## src/hdl/assert_macros.svh

```systemverilog
// Assertion macros shared by the alarm table RTL.
`ifndef ASSERT_MACROS_SVH
`define ASSERT_MACROS_SVH
`ifndef SYNTHESIS
`define ASSERT_AR(label, clk, rst_n, prop) \
	label: assert property (@(posedge clk) disable iff (!rst_n) prop) \
		else $error("assertion failed");
`define ASSERT_CK(label, clk, prop) \
	label: assert property (@(posedge clk) prop) else $error("assertion failed");
`else
`define ASSERT_AR(label, clk, rst_n, prop)
`define ASSERT_CK(label, clk, prop)
`endif
`endif

```

## src/hdl/ate_pkg.sv

```systemverilog
// Types, sizes and codes shared by the alarm table modules.
package ate_pkg;
	localparam int ENTRIES     = 16;
	localparam int MS_PER_TICK = 10;
	localparam int MAX_RESULTS = 16;

	localparam int IDX_W  = (ENTRIES > 1) ? $clog2(ENTRIES) : 1;
	localparam int CNT_W  = $clog2(ENTRIES + 1);
	localparam int FIRE_W = $clog2(MAX_RESULTS + 1);
	localparam int DIV_W  = 10;

	localparam logic [IDX_W:0] ENT_SUM = (IDX_W + 1)'(ENTRIES);
	localparam logic [CNT_W-1:0] ENT_CNT = CNT_W'(ENTRIES);
	localparam logic [FIRE_W-1:0] MAX_FIRE = FIRE_W'(MAX_RESULTS);

	// Reciprocal of the tick length, scaled by 2^32.
	localparam logic [32:0] RECIP = 33'((64'd1 << 32) / MS_PER_TICK);
	localparam logic [DIV_W-1:0] DIVISOR = DIV_W'(MS_PER_TICK);

	localparam logic CMD_REG  = 1'b0;
	localparam logic CMD_TICK = 1'b1;

	localparam logic [1:0] KIND_REG   = 2'd0;
	localparam logic [1:0] KIND_FULL  = 2'd1;
	localparam logic [1:0] KIND_FIRED = 2'd2;
	localparam logic [1:0] KIND_NONE  = 2'd3;

	typedef struct packed {
		logic              cmd;
		logic [15:0]       process_id;
		logic signed [7:0] alert_tag;
		logic [31:0]       delay_ms;
	} in_word_t;

	typedef struct packed {
		logic [1:0]        kind;
		logic [15:0]       alert_pid;
		logic signed [7:0] alert_prefix;
		logic              last;
	} out_word_t;

	typedef struct packed {
		logic [15:0]       pid;
		logic signed [7:0] prefix;
		logic [63:0]       deadline;
	} entry_t;

	localparam int ENTRY_W = $bits(entry_t);
endpackage

```

## src/hdl/ate_ram.sv

```systemverilog
// Generic single-write, single-read RAM with registered read data.
module ate_ram #(
	parameter int WIDTH = 8,
	parameter int DEPTH = 16
) (
	input  logic                                    clk,
	input  logic                                    we,
	input  logic [((DEPTH > 1) ? $clog2(DEPTH) : 1)-1:0] waddr,
	input  logic [WIDTH-1:0]                        wdata,
	input  logic [((DEPTH > 1) ? $clog2(DEPTH) : 1)-1:0] raddr,
	output logic [WIDTH-1:0]                        rdata
);
	logic [WIDTH-1:0] mem [DEPTH];

	always_ff @(posedge clk) begin
		if (we) begin
			mem[waddr] <= wdata;
		end
		rdata <= mem[raddr];
	end
endmodule

```

## src/hdl/ate_div.sv

```systemverilog
// Divides the delay by the tick length through a reciprocal multiply and one correction.
`include "assert_macros.svh"
module ate_div (
	input  logic        clk,
	input  logic        arst_n,
	input  logic        start,
	input  logic [31:0] dividend,
	output logic        valid,
	output logic [31:0] quotient
);
	logic        vld_s1;
	logic [31:0] x_s1;
	logic [64:0] prod_s1;
	logic [31:0] est;
	logic [41:0] qd;
	logic [41:0] rem;

	// The estimate never exceeds the true quotient and is at most one below it.
	assign est = prod_s1[63:32];
	assign qd  = {10'd0, est} * {32'd0, ate_pkg::DIVISOR};
	assign rem = {10'd0, x_s1} - qd;

	always_ff @(posedge clk or negedge arst_n) begin
		if (!arst_n) begin
			vld_s1 <= 1'b0;
			valid  <= 1'b0;
		end else begin
			vld_s1 <= start;
			valid  <= vld_s1;
		end
	end

	always_ff @(posedge clk) begin
		if (start) begin
			x_s1    <= dividend;
			prod_s1 <= {33'd0, dividend} * {32'd0, ate_pkg::RECIP};
		end
		if (vld_s1) begin
			quotient <= est + 32'(rem >= 42'(ate_pkg::MS_PER_TICK));
		end
	end

	`ASSERT_AR(a_est_close, clk, arst_n, vld_s1 |-> (rem < 42'(2 * ate_pkg::MS_PER_TICK)))
endmodule

```

## src/hdl/alarm_table_expiry.sv

```systemverilog
// Top level of the alarm table: command sequencer around the entry memory.
//
//  channel   ports                    direction  handshake
//  item      start, busy, item        in         taken when start is high and busy is low
//  result    strobe, result           out        one word per strobe cycle, never held off
//
// A register word keeps busy high through the reciprocal divider and answers as busy falls.
// A rejected register word answers in the cycle after it is taken and leaves busy low.
// A tick word keeps busy high while it reads each entry, waits for the read data and closes
// the scan; alerts stream out during the scan and the final one closes it.
// Reset clears the tick counter, the entry count and the result strobe; memory is not cleared.
// Results leave through a register, so the next word can be taken while one is shown.
`include "assert_macros.svh"
module alarm_table_expiry (
	input  logic               clk,
	input  logic               arst_n,
	input  logic               start,
	output logic               busy,
	input  ate_pkg::in_word_t  item,
	output logic               strobe,
	output ate_pkg::out_word_t result
);
	localparam logic [1:0] ST_IDLE = 2'd0;
	localparam logic [1:0] ST_DIV  = 2'd1;
	localparam logic [1:0] ST_SCAN = 2'd2;

	logic [1:0]                     state_q;
	logic [63:0]                    tick_q;
	logic [ate_pkg::CNT_W-1:0]      count_q;
	logic [ate_pkg::IDX_W-1:0]      head_q;
	logic [ate_pkg::CNT_W-1:0]      rd_q;
	logic [ate_pkg::CNT_W-1:0]      wr_q;
	logic [ate_pkg::FIRE_W-1:0]     fired_q;
	logic                           vld_s1;
	logic                           pend_q;
	logic [15:0]                    pend_pid_q;
	logic signed [7:0]              pend_prefix_q;
	logic [15:0]                    pid_q;
	logic signed [7:0]              tag_q;

	logic                           accept;
	logic                           div_valid;
	logic [31:0]                    div_quot;
	logic                           issue;
	logic                           hit;
	logic [ate_pkg::IDX_W-1:0]      head_dec;
	logic                           we;
	logic [ate_pkg::IDX_W-1:0]      waddr;
	ate_pkg::entry_t                wdata;
	logic [ate_pkg::IDX_W-1:0]      raddr;
	ate_pkg::entry_t                rdata;

	function automatic logic [ate_pkg::IDX_W-1:0] phys(
		input logic [ate_pkg::IDX_W-1:0] base,
		input logic [ate_pkg::IDX_W-1:0] off
	);
		logic [ate_pkg::IDX_W:0] sum;
		sum = {1'b0, base} + {1'b0, off};
		if (sum >= ate_pkg::ENT_SUM) begin
			sum = sum - ate_pkg::ENT_SUM;
		end
		return sum[ate_pkg::IDX_W-1:0];
	endfunction

	assign busy     = (state_q != ST_IDLE);
	assign accept   = start && !busy;
	assign issue    = (state_q == ST_SCAN) && (rd_q < count_q);
	assign hit      = (fired_q < ate_pkg::MAX_FIRE) && (rdata.deadline <= tick_q);
	assign head_dec = (head_q == '0) ? ate_pkg::IDX_W'(ate_pkg::ENTRIES - 1)
	                                 : head_q - ate_pkg::IDX_W'(1);
	assign raddr    = phys(head_q, rd_q[ate_pkg::IDX_W-1:0]);

	// Entry 0 of the table sits at head_q; survivors of a tick are packed back from there.
	always_comb begin
		we    = 1'b0;
		waddr = head_dec;
		wdata = rdata;
		if (state_q == ST_DIV && div_valid) begin
			we             = 1'b1;
			wdata.pid      = pid_q;
			wdata.prefix   = tag_q;
			wdata.deadline = {32'd0, div_quot} + tick_q;
		end else if (state_q == ST_SCAN && vld_s1 && !hit) begin
			we    = 1'b1;
			waddr = phys(head_q, wr_q[ate_pkg::IDX_W-1:0]);
		end
	end

	ate_div u_div (
		.clk      (clk),
		.arst_n   (arst_n),
		.start    (accept && item.cmd == ate_pkg::CMD_REG && count_q != ate_pkg::ENT_CNT),
		.dividend (item.delay_ms),
		.valid    (div_valid),
		.quotient (div_quot)
	);

	ate_ram #(
		.WIDTH (ate_pkg::ENTRY_W),
		.DEPTH (ate_pkg::ENTRIES)
	) u_ram (
		.clk   (clk),
		.we    (we),
		.waddr (waddr),
		.wdata (wdata),
		.raddr (raddr),
		.rdata (rdata)
	);

	always_ff @(posedge clk or negedge arst_n) begin
		if (!arst_n) begin
			state_q <= ST_IDLE;
			tick_q  <= '0;
			count_q <= '0;
			head_q  <= '0;
			rd_q    <= '0;
			wr_q    <= '0;
			fired_q <= '0;
			vld_s1  <= 1'b0;
			pend_q  <= 1'b0;
			strobe  <= 1'b0;
		end else begin
			strobe <= 1'b0;
			vld_s1 <= issue;
			unique case (state_q)
				ST_IDLE: begin
					if (accept) begin
						if (item.cmd == ate_pkg::CMD_TICK) begin
							tick_q  <= tick_q + 64'd1;
							rd_q    <= '0;
							wr_q    <= '0;
							fired_q <= '0;
							pend_q  <= 1'b0;
							state_q <= ST_SCAN;
						end else if (count_q == ate_pkg::ENT_CNT) begin
							strobe <= 1'b1;
						end else begin
							state_q <= ST_DIV;
						end
					end
				end
				ST_DIV: begin
					if (div_valid) begin
						head_q  <= head_dec;
						count_q <= count_q + ate_pkg::CNT_W'(1);
						strobe  <= 1'b1;
						state_q <= ST_IDLE;
					end
				end
				ST_SCAN: begin
					if (issue) begin
						rd_q <= rd_q + ate_pkg::CNT_W'(1);
					end
					if (vld_s1) begin
						if (hit) begin
							// A fired word is held back one step so that the final one can carry last.
							strobe  <= pend_q;
							pend_q  <= 1'b1;
							fired_q <= fired_q + ate_pkg::FIRE_W'(1);
						end else begin
							wr_q <= wr_q + ate_pkg::CNT_W'(1);
						end
					end else if (!issue) begin
						count_q <= wr_q;
						strobe  <= 1'b1;
						state_q <= ST_IDLE;
					end
				end
				default: begin
					state_q <= ST_IDLE;
				end
			endcase
		end
	end

	always_ff @(posedge clk) begin
		if (accept) begin
			pid_q <= item.process_id;
			tag_q <= item.alert_tag;
		end
		unique case (state_q)
			ST_IDLE: begin
				result.kind         <= ate_pkg::KIND_FULL;
				result.alert_pid    <= '0;
				result.alert_prefix <= '0;
				result.last         <= 1'b1;
			end
			ST_DIV: begin
				result.kind         <= ate_pkg::KIND_REG;
				result.alert_pid    <= '0;
				result.alert_prefix <= '0;
				result.last         <= 1'b1;
			end
			ST_SCAN: begin
				if (vld_s1) begin
					if (hit) begin
						result.kind         <= ate_pkg::KIND_FIRED;
						result.alert_pid    <= pend_pid_q;
						result.alert_prefix <= pend_prefix_q;
						result.last         <= 1'b0;
						pend_pid_q          <= rdata.pid;
						pend_prefix_q       <= rdata.prefix;
					end
				end else if (pend_q) begin
					result.kind         <= ate_pkg::KIND_FIRED;
					result.alert_pid    <= pend_pid_q;
					result.alert_prefix <= pend_prefix_q;
					result.last         <= 1'b1;
				end else begin
					result.kind         <= ate_pkg::KIND_NONE;
					result.alert_pid    <= '0;
					result.alert_prefix <= '0;
					result.last         <= 1'b1;
				end
			end
			default: begin
				result.kind <= ate_pkg::KIND_NONE;
			end
		endcase
	end

	`ASSERT_AR(a_count_bound, clk, arst_n, count_q <= ate_pkg::ENT_CNT)
	`ASSERT_AR(a_single_last, clk, arst_n, (strobe && result.kind != ate_pkg::KIND_FIRED) |-> result.last)
	`ASSERT_AR(a_tick_step, clk, arst_n, (accept && item.cmd == ate_pkg::CMD_TICK) |=> (tick_q == $past(tick_q) + 64'd1))
	`ASSERT_AR(a_wr_behind_rd, clk, arst_n, (state_q == ST_SCAN) |-> (wr_q <= rd_q))
	`ASSERT_CK(a_quiet_in_reset, clk, !arst_n |=> !strobe)
endmodule

```

## config.mk

```make
export PLATFORM = sky130hd
export DESIGN_NAME = alarm_table_expiry
export DESIGN_NICKNAME = d
export VERILOG_FILES = /design/src/hdl/ate_pkg.sv /design/src/hdl/ate_ram.sv /design/src/hdl/ate_div.sv /design/src/hdl/alarm_table_expiry.sv
export VERILOG_INCLUDE_DIRS = /design/src /design/src/hdl
export SDC_FILE = /design/constraint.sdc
export NUM_CORES = 2
export LEC_CHECK = 0
export ABC_AREA = 1
export BUFFER_PORTS_ARGS = -buffer_cell sky130_fd_sc_hd__buf_2
export CAP_MARGIN = 5
export CELL_PAD_IN_SITES_DETAIL_PLACEMENT = 1
export CELL_PAD_IN_SITES_GLOBAL_PLACEMENT = 1
export CORE_MARGIN = 1.5
export CORE_UTILIZATION = 46
export DETAILED_ROUTE_END_ITERATION = 12
export PLACE_DENSITY_LB_ADDON = 0.1
export SYNTH_ARGS = -nofsm -noshare
export SYNTH_HDL_FRONTEND = slang
export SYNTH_HIERARCHICAL = 1
export SYNTH_SLANG_ARGS = --single-unit
```

## constraint.sdc

```tcl
create_clock -name clk -period 6.6 [get_ports clk]
set_input_delay 0 -clock clk [delete_from_list [all_inputs] [get_ports clk]]
set_output_delay 0 -clock clk [all_outputs]
set_load 0.05 [all_outputs]
```

==> impl_results.html <==
<table>
<tr><th>Metric</th><th>Value</th></tr>
<tr><th colspan="2">Worst setup path</th></tr>
<tr><td>Stage delay of the slowest cell on the critical path</td><td>0.60 ns</td></tr>
<tr><td>Startpoint types</td><td>input port</td></tr>
<tr><td>Top delay family on crit path</td><td>adder cells</td></tr>
<tr><td>Reg-to-Reg Start</td><td>u_div/prod_s1[35]</td></tr>
<tr><td>Cell type of the slowest stage on the worst timing path</td><td>sky130_fd_sc_hd__dlygate4sd3_1</td></tr>
<tr><td>Worst Reg2Reg Path Length in Cells</td><td>32</td></tr>
<tr><td>Arr. time, crit path</td><td>6.86 ns</td></tr>
<tr><td>Bufs and invs on worst path</td><td>7</td></tr>
<tr><td>CP Max Fanout</td><td>4</td></tr>
<tr><td>Setup CP Type</td><td>in2reg</td></tr>
<tr><td>Worst reg2reg setup slack</td><td>0.38 ns</td></tr>
<tr><td>Cell mode on critical path</td><td>sky130_fd_sc_hd__fa_1</td></tr>
<tr><td>Worst reg2reg path endpoint</td><td>u_div/quotient[27]</td></tr>
<tr><td>Worst-path cell chain</td><td>dlygate4sd3_1 &gt; buf_2 &gt; ha_1 &gt; fa_1 &gt; inv_1 &gt; fa_1 &gt; inv_1 &gt; fa_1 &gt; inv_1 &gt; fa_1 &gt; fa_1 &gt; inv_1 &gt; fa_1 &gt; fa_1 &gt; ha_1 &gt; a21oi_1 &gt; inv_1 &gt; nor2_1 &gt; o21ai_0 &gt; o21bai_1 &gt; a21oi_1 &gt; o31ai_1 &gt; xor2_1</td></tr>
<tr><td>CP endpoint kind</td><td>flop</td></tr>
<tr><td>Worst EP required</td><td>7.14 ns</td></tr>
<tr><th colspan="2">Routing</th></tr>
<tr><td>Routed vias</td><td>72800</td></tr>
<tr><td>Drc violations</td><td>0</td></tr>
<tr><td>Antenna Violating Nets Remaining</td><td>0</td></tr>
<tr><td>Total routed wirelength</td><td>324 mm</td></tr>
<tr><td>Routed len/inst</td><td>23.8 um</td></tr>
<tr><td>Number of search-and-repair iterations in the first detailed-routing pass</td><td>7</td></tr>
<tr><td>Drt initial violations</td><td>5058</td></tr>
<tr><td>Vias per Instance</td><td>5.35</td></tr>
<tr><th colspan="2">Cells and area</th></tr>
<tr><td>Post-layout net count</td><td>11600</td></tr>
<tr><td>Fraction of layout cells with a size suffix above 1</td><td>6.74%</td></tr>
<tr><td>Layout-stage area growth over the synthesis result</td><td>12.4%</td></tr>
<tr><td>Share of the core filled with cells in the final layout</td><td>52.2%</td></tr>
<tr><td>Non-filler cells, final</td><td>13600</td></tr>
<tr><th colspan="2">STA</th></tr>
<tr><td>Post-route clock period utilization</td><td>95.9%</td></tr>
<tr><td>Shortest clock period the worst path allows after layout</td><td>6.33 ns</td></tr>
<tr><td>Worst slew margin</td><td>17.6%</td></tr>
<tr><td>Final setup skew</td><td>0.107 ns</td></tr>
<tr><td>Hold violation total from the final report</td><td>0</td></tr>
<tr><td>Transition time of the tightest slew-check pin</td><td>1.23 ns</td></tr>
<tr><td>Number of pins with negative max-slew slack in the final report</td><td>0</td></tr>
<tr><td>Peak clock frequency supported by timing</td><td>158 MHz</td></tr>
<tr><td>Final setup fails</td><td>0</td></tr>
<tr><td>Total Negative Setup Slacks</td><td>0 ns</td></tr>
<tr><th colspan="2">Logic synthesis</th></tr>
<tr><td>Number of warnings reported in the yosys synthesis log</td><td>6</td></tr>
<tr><td>Mean Syn Cell Area</td><td>9.57 um2</td></tr>
<tr><td>Most area-consuming cells after synthesis</td><td>sky130_fd_sc_hd__edfxtp_1 48%, sky130_fd_sc_hd__nand2_1 10%, sky130_fd_sc_hd__inv_1 7.9%, sky130_fd_sc_hd__fa_1 7.3%, sky130_fd_sc_hd__ha_1 6.9%</td></tr>
<tr><td>Dominant combinational cell family by area after synthesis</td><td>simple AND/OR/NAND/NOR gates</td></tr>
<tr><td>Fraction of the mapped netlist area in compound gates</td><td>3.07%</td></tr>
<tr><td>Top-area cell type share of the netlist area</td><td>47.8%</td></tr>
<tr><td>Post-synth EDFFs</td><td>1574</td></tr>
<tr><td>Portion of the post-synthesis area used by sequential elements</td><td>52.0%</td></tr>
<tr><td>Count of mapped cells out of synthesis</td><td>10300</td></tr>
<tr><td>Xor/xnor share of the synthesized area</td><td>1.78%</td></tr>
<tr><td>Adder-cell area share of the yosys netlist</td><td>14.3%</td></tr>
<tr><td>Combined area of all synthesized cells</td><td>98900 um2</td></tr>
<tr><td>Number of storage elements in the synthesis netlist</td><td>1757</td></tr>
<tr><td>Multiplexer area fraction after synthesis</td><td>0.0114%</td></tr>
<tr><td>Largest area contributor in the synthesized netlist</td><td>sky130_fd_sc_hd__edfxtp_1</td></tr>
<tr><td>Share of synthesized flip-flops with an asynchronous set or reset</td><td>5.41%</td></tr>
<tr><td>Most used flip-flop cell after synthesis</td><td>sky130_fd_sc_hd__edfxtp_1</td></tr>
<tr><td>Yosys cell types</td><td>69</td></tr>
<tr><td>Fraction of the mapped netlist area in simple logic gates</td><td>19.4%</td></tr>
<tr><th colspan="2">Floorplan</th></tr>
<tr><td>Core region area</td><td>213000 um2</td></tr>
<tr><td>Width of the die</td><td>467 um</td></tr>
<tr><td>DIE HEIGHT</td><td>467 um</td></tr>
<tr><td>Ports placed on the boundary</td><td>89</td></tr>
<tr><td>Effective utilization at floorplan</td><td>46.4%</td></tr>
<tr><td>DIE AREA</td><td>218000 um2</td></tr>
<tr><td>Rows</td><td>169</td></tr>
<tr><th colspan="2">Global routing</th></tr>
<tr><td>Number of antenna violations at the first check in global routing</td><td>6</td></tr>
<tr><td>First-pass GRT wire length</td><td>485 mm</td></tr>
<tr><td>Total overflow reported by the global router</td><td>0</td></tr>
<tr><td>Total global routing track utilization</td><td>29.7%</td></tr>
<tr><td>Via count of the first global-routing pass</td><td>77800</td></tr>
<tr><td>Pin count of the biggest net entering global routing</td><td>183</td></tr>
<tr><th colspan="2">Power and ir drop</th></tr>
<tr><td>Lkg Pwr</td><td>49.1 nW</td></tr>
<tr><td>Max VDD drop</td><td>1.15 mV</td></tr>
<tr><td>Power density over the cells</td><td>452 nW/um2</td></tr>
<tr><th colspan="2">Clocking</th></tr>
<tr><td>Clock buffer depth</td><td>3</td></tr>
<tr><td>Number of sinks driven by the clock tree</td><td>1757</td></tr>
<tr><td>TritonCTS clock tree</td><td>done</td></tr>
<tr><td>Cts bufs inserted</td><td>192</td></tr>
<tr><td>H-tree level count</td><td>4</td></tr>
<tr><td>Clock Root Buffer</td><td>sky130_fd_sc_hd__clkbuf_16</td></tr>
<tr><td>Clock-pin slew on the worst setup and hold paths</td><td>0.06 ns</td></tr>
<tr><td>Source-to-sink clock delay at the later pin of the worst-skew pair</td><td>0.89 ns</td></tr>
<tr><th colspan="2">Min path</th></tr>
<tr><td>Min-Delay Startpoint</td><td>item[16]</td></tr>
<tr><td>Endpoint of the worst hold-timing path</td><td>u_div/x_s1[16]</td></tr>
<tr><td>Hold WC Path Type</td><td>in2reg</td></tr>
<tr><td>Number of stages on the worst hold path</td><td>2</td></tr>
<tr><th colspan="2">Status</th></tr>
<tr><td>Run status</td><td>complete, no violations</td></tr>
<tr><th colspan="2">Run</th></tr>
<tr><td>Max-capacitance violation count</td><td>0</td></tr>
<tr><th colspan="2">Placement</th></tr>
<tr><td>Count of input and output buffers</td><td>88</td></tr>
<tr><td>DP HPWL</td><td>213 mm</td></tr>
<tr><td>Last weighted congestion value of the routability-driven placer</td><td>0.948</td></tr>
<tr><td>Placed insts</td><td>13100</td></tr>
</table>
[what timing repair did]
item | CTS | global route
setup endpoints to repair | 0 | 11
gates resized for setup | 0 | 15
buffers inserted | 0 | 11
hold endpoints to repair | 233 | 0
hold buffers | 90 | 0
[cell usage in the layout, fill, tap and decap left out, types with 54 or more instances in the layout]
master | synthesis | routed
sky130_fd_sc_hd__nand3_1 | 1207 | 1206
sky130_fd_sc_hd__fa_1 | 362 | 362
sky130_fd_sc_hd__nand4_1 | 54 | 54
sky130_fd_sc_hd__xor2_1 | 136 | 134
sky130_fd_sc_hd__a21oi_1 | 253 | 246
sky130_fd_sc_hd__dfxtp_1 | 88 | 88
sky130_fd_sc_hd__buf_4 | 9 | 183
sky130_fd_sc_hd__ha_1 | 548 | 546
sky130_fd_sc_hd__dlygate4sd3_1 | 1 | 89
sky130_fd_sc_hd__nor2_1 | 376 | 358
sky130_fd_sc_hd__edfxtp_1 | 1574 | 1574
sky130_fd_sc_hd__clkbuf_16 | 0 | 192
sky130_fd_sc_hd__inv_1 | 2068 | 2064
sky130_fd_sc_hd__nor3_1 | 65 | 65
sky130_fd_sc_hd__nand2_1 | 2690 | 2690
sky130_fd_sc_hd__xnor2_1 | 65 | 61
sky130_fd_sc_hd__o21ai_0 | 181 | 171
sky130_fd_sc_hd__buf_2 | 188 | 87
sky130_fd_sc_hd__dfrtp_1 | 95 | 95
[final cells by class]
| cell class | instances | area (um2) |
|---|---|---|
| antenna | 1 | 2.50 |
| clock buffer | 264 | 5290 |
| clock inverter | 99 | 1160 |
| fill | 23800 | 102000 |
| inverter | 2082 | 7860 |
| multi-input combinational | 6173 | 38400 |
| sequential | 1757 | 51400 |
| tap | 2821 | 3530 |
| timing repair buffer | 396 | 3420 |
[state kept, by name, summed over array words and instances (netlist names), 16 cells and up]
signal          flops
pend_pid_q         16
tick_q             64
u_div/quotient     30
u_div/x_s1         32
u_ram/mem        1408
u_div/prod_s1      29
result             27
pid_q              16
u_ram/rdata        88
[worst max path at each step]
| stage | startpoint | endpoint | slack [ns] | depth (start not counted) |
|---|---|---|---|---|
| 2_1_floorplan | tick_q[63] | u_ram/mem[12][0] | 0.20 | 16 |
| 3_3_place_gp | item[5] | u_div/prod_s1[50] | 0.09 | 22 |
| 3_5_place_dp | item[5] | u_div/prod_s1[50] | 0.08 | 22 |
| 4_1_cts | u_div/prod_s1[35] | u_div/quotient[27] | 0.08 | 33 |
| 5_1_grt | u_div/prod_s1[35] | u_div/quotient[27] | -0.0008 | 34 |
| 6_report | item[5] | u_div/prod_s1[50] | 0.27 | 23 |
[where the power goes]
group,switching [W],internal (W)
sequential,0,0.0127
combinational,0.0168,0.00981
clock,0.00475,0.00618
total,0.0216,0.0287
[layer usage]
layer	vias up	wire length [um]	GRT usage (%)
li1	33700	-	-
met1	37000	139000	38.4
met2	1573	161000	51.8
met3	508	11800	2.95
met4	2	11600	10.1
met5	-	13	0
[cell usage after synthesis, types with 17 or more instances]
| cell type | number |
|---|---|
| sky130_fd_sc_hd__nand2_1 | 2690 |
| sky130_fd_sc_hd__inv_1 | 2068 |
| sky130_fd_sc_hd__edfxtp_1 | 1574 |
| sky130_fd_sc_hd__nand3_1 | 1207 |
| sky130_fd_sc_hd__ha_1 | 548 |
| sky130_fd_sc_hd__nor2_1 | 376 |
| sky130_fd_sc_hd__fa_1 | 362 |
| sky130_fd_sc_hd__a21oi_1 | 253 |
| sky130_fd_sc_hd__buf_2 | 188 |
| sky130_fd_sc_hd__o21ai_0 | 181 |
| sky130_fd_sc_hd__xor2_1 | 136 |
| sky130_fd_sc_hd__dfrtp_1 | 95 |
| sky130_fd_sc_hd__dfxtp_1 | 88 |
| sky130_fd_sc_hd__clkbuf_1 | 75 |
| sky130_fd_sc_hd__nor3_1 | 65 |
| sky130_fd_sc_hd__xnor2_1 | 65 |
| sky130_fd_sc_hd__nand4_1 | 54 |
| sky130_fd_sc_hd__buf_1 | 45 |
| sky130_fd_sc_hd__a31oi_1 | 24 |
| sky130_fd_sc_hd__nand3b_1 | 20 |
| sky130_fd_sc_hd__nor4_1 | 17 |
| sky130_fd_sc_hd__o21a_1 | 17 |
| sky130_fd_sc_hd__o21bai_1 | 17 |
[kinds of logic after synthesis]
logic type | count (synthesis)
other | 1
flip-flops | 1757
adder cells (fa/ha/maj) | 910
buffers and inverters | 2402
XOR/XNOR | 201
AND/OR/NAND/NOR | 4506
multiplexers | 1
AO/OA/AOI/OAI | 553
[worst register-to-register path, delay by kind of cell, from the launching register on]
family,cells,cell delay (ns)
DFF,1,0.45
adders and majority gates,5,1.60
and+or+nand+nor,18,2.33
AOI/OAI and AO/OA,6,1.09
buffers and inverters,1,0.06
xor gates and xnor gates,2,0.46
[through the flow]
stage,hold slack (ns),instance area (um2),total power [W],setup slack (ns)
after floorplan,-0.296,98900,0.0308,0.197
after global placement,0.0364,104000,0.0393,0.0938
after detailed placement,0.0287,104000,0.0395,0.0750
after CTS,0.0166,111000,0.0507,0.0780
after global routing,0.0630,111000,0.0542,-0.000807
final,0.101,111000,0.0502,0.273
Power figures use the tool's default switching activity.
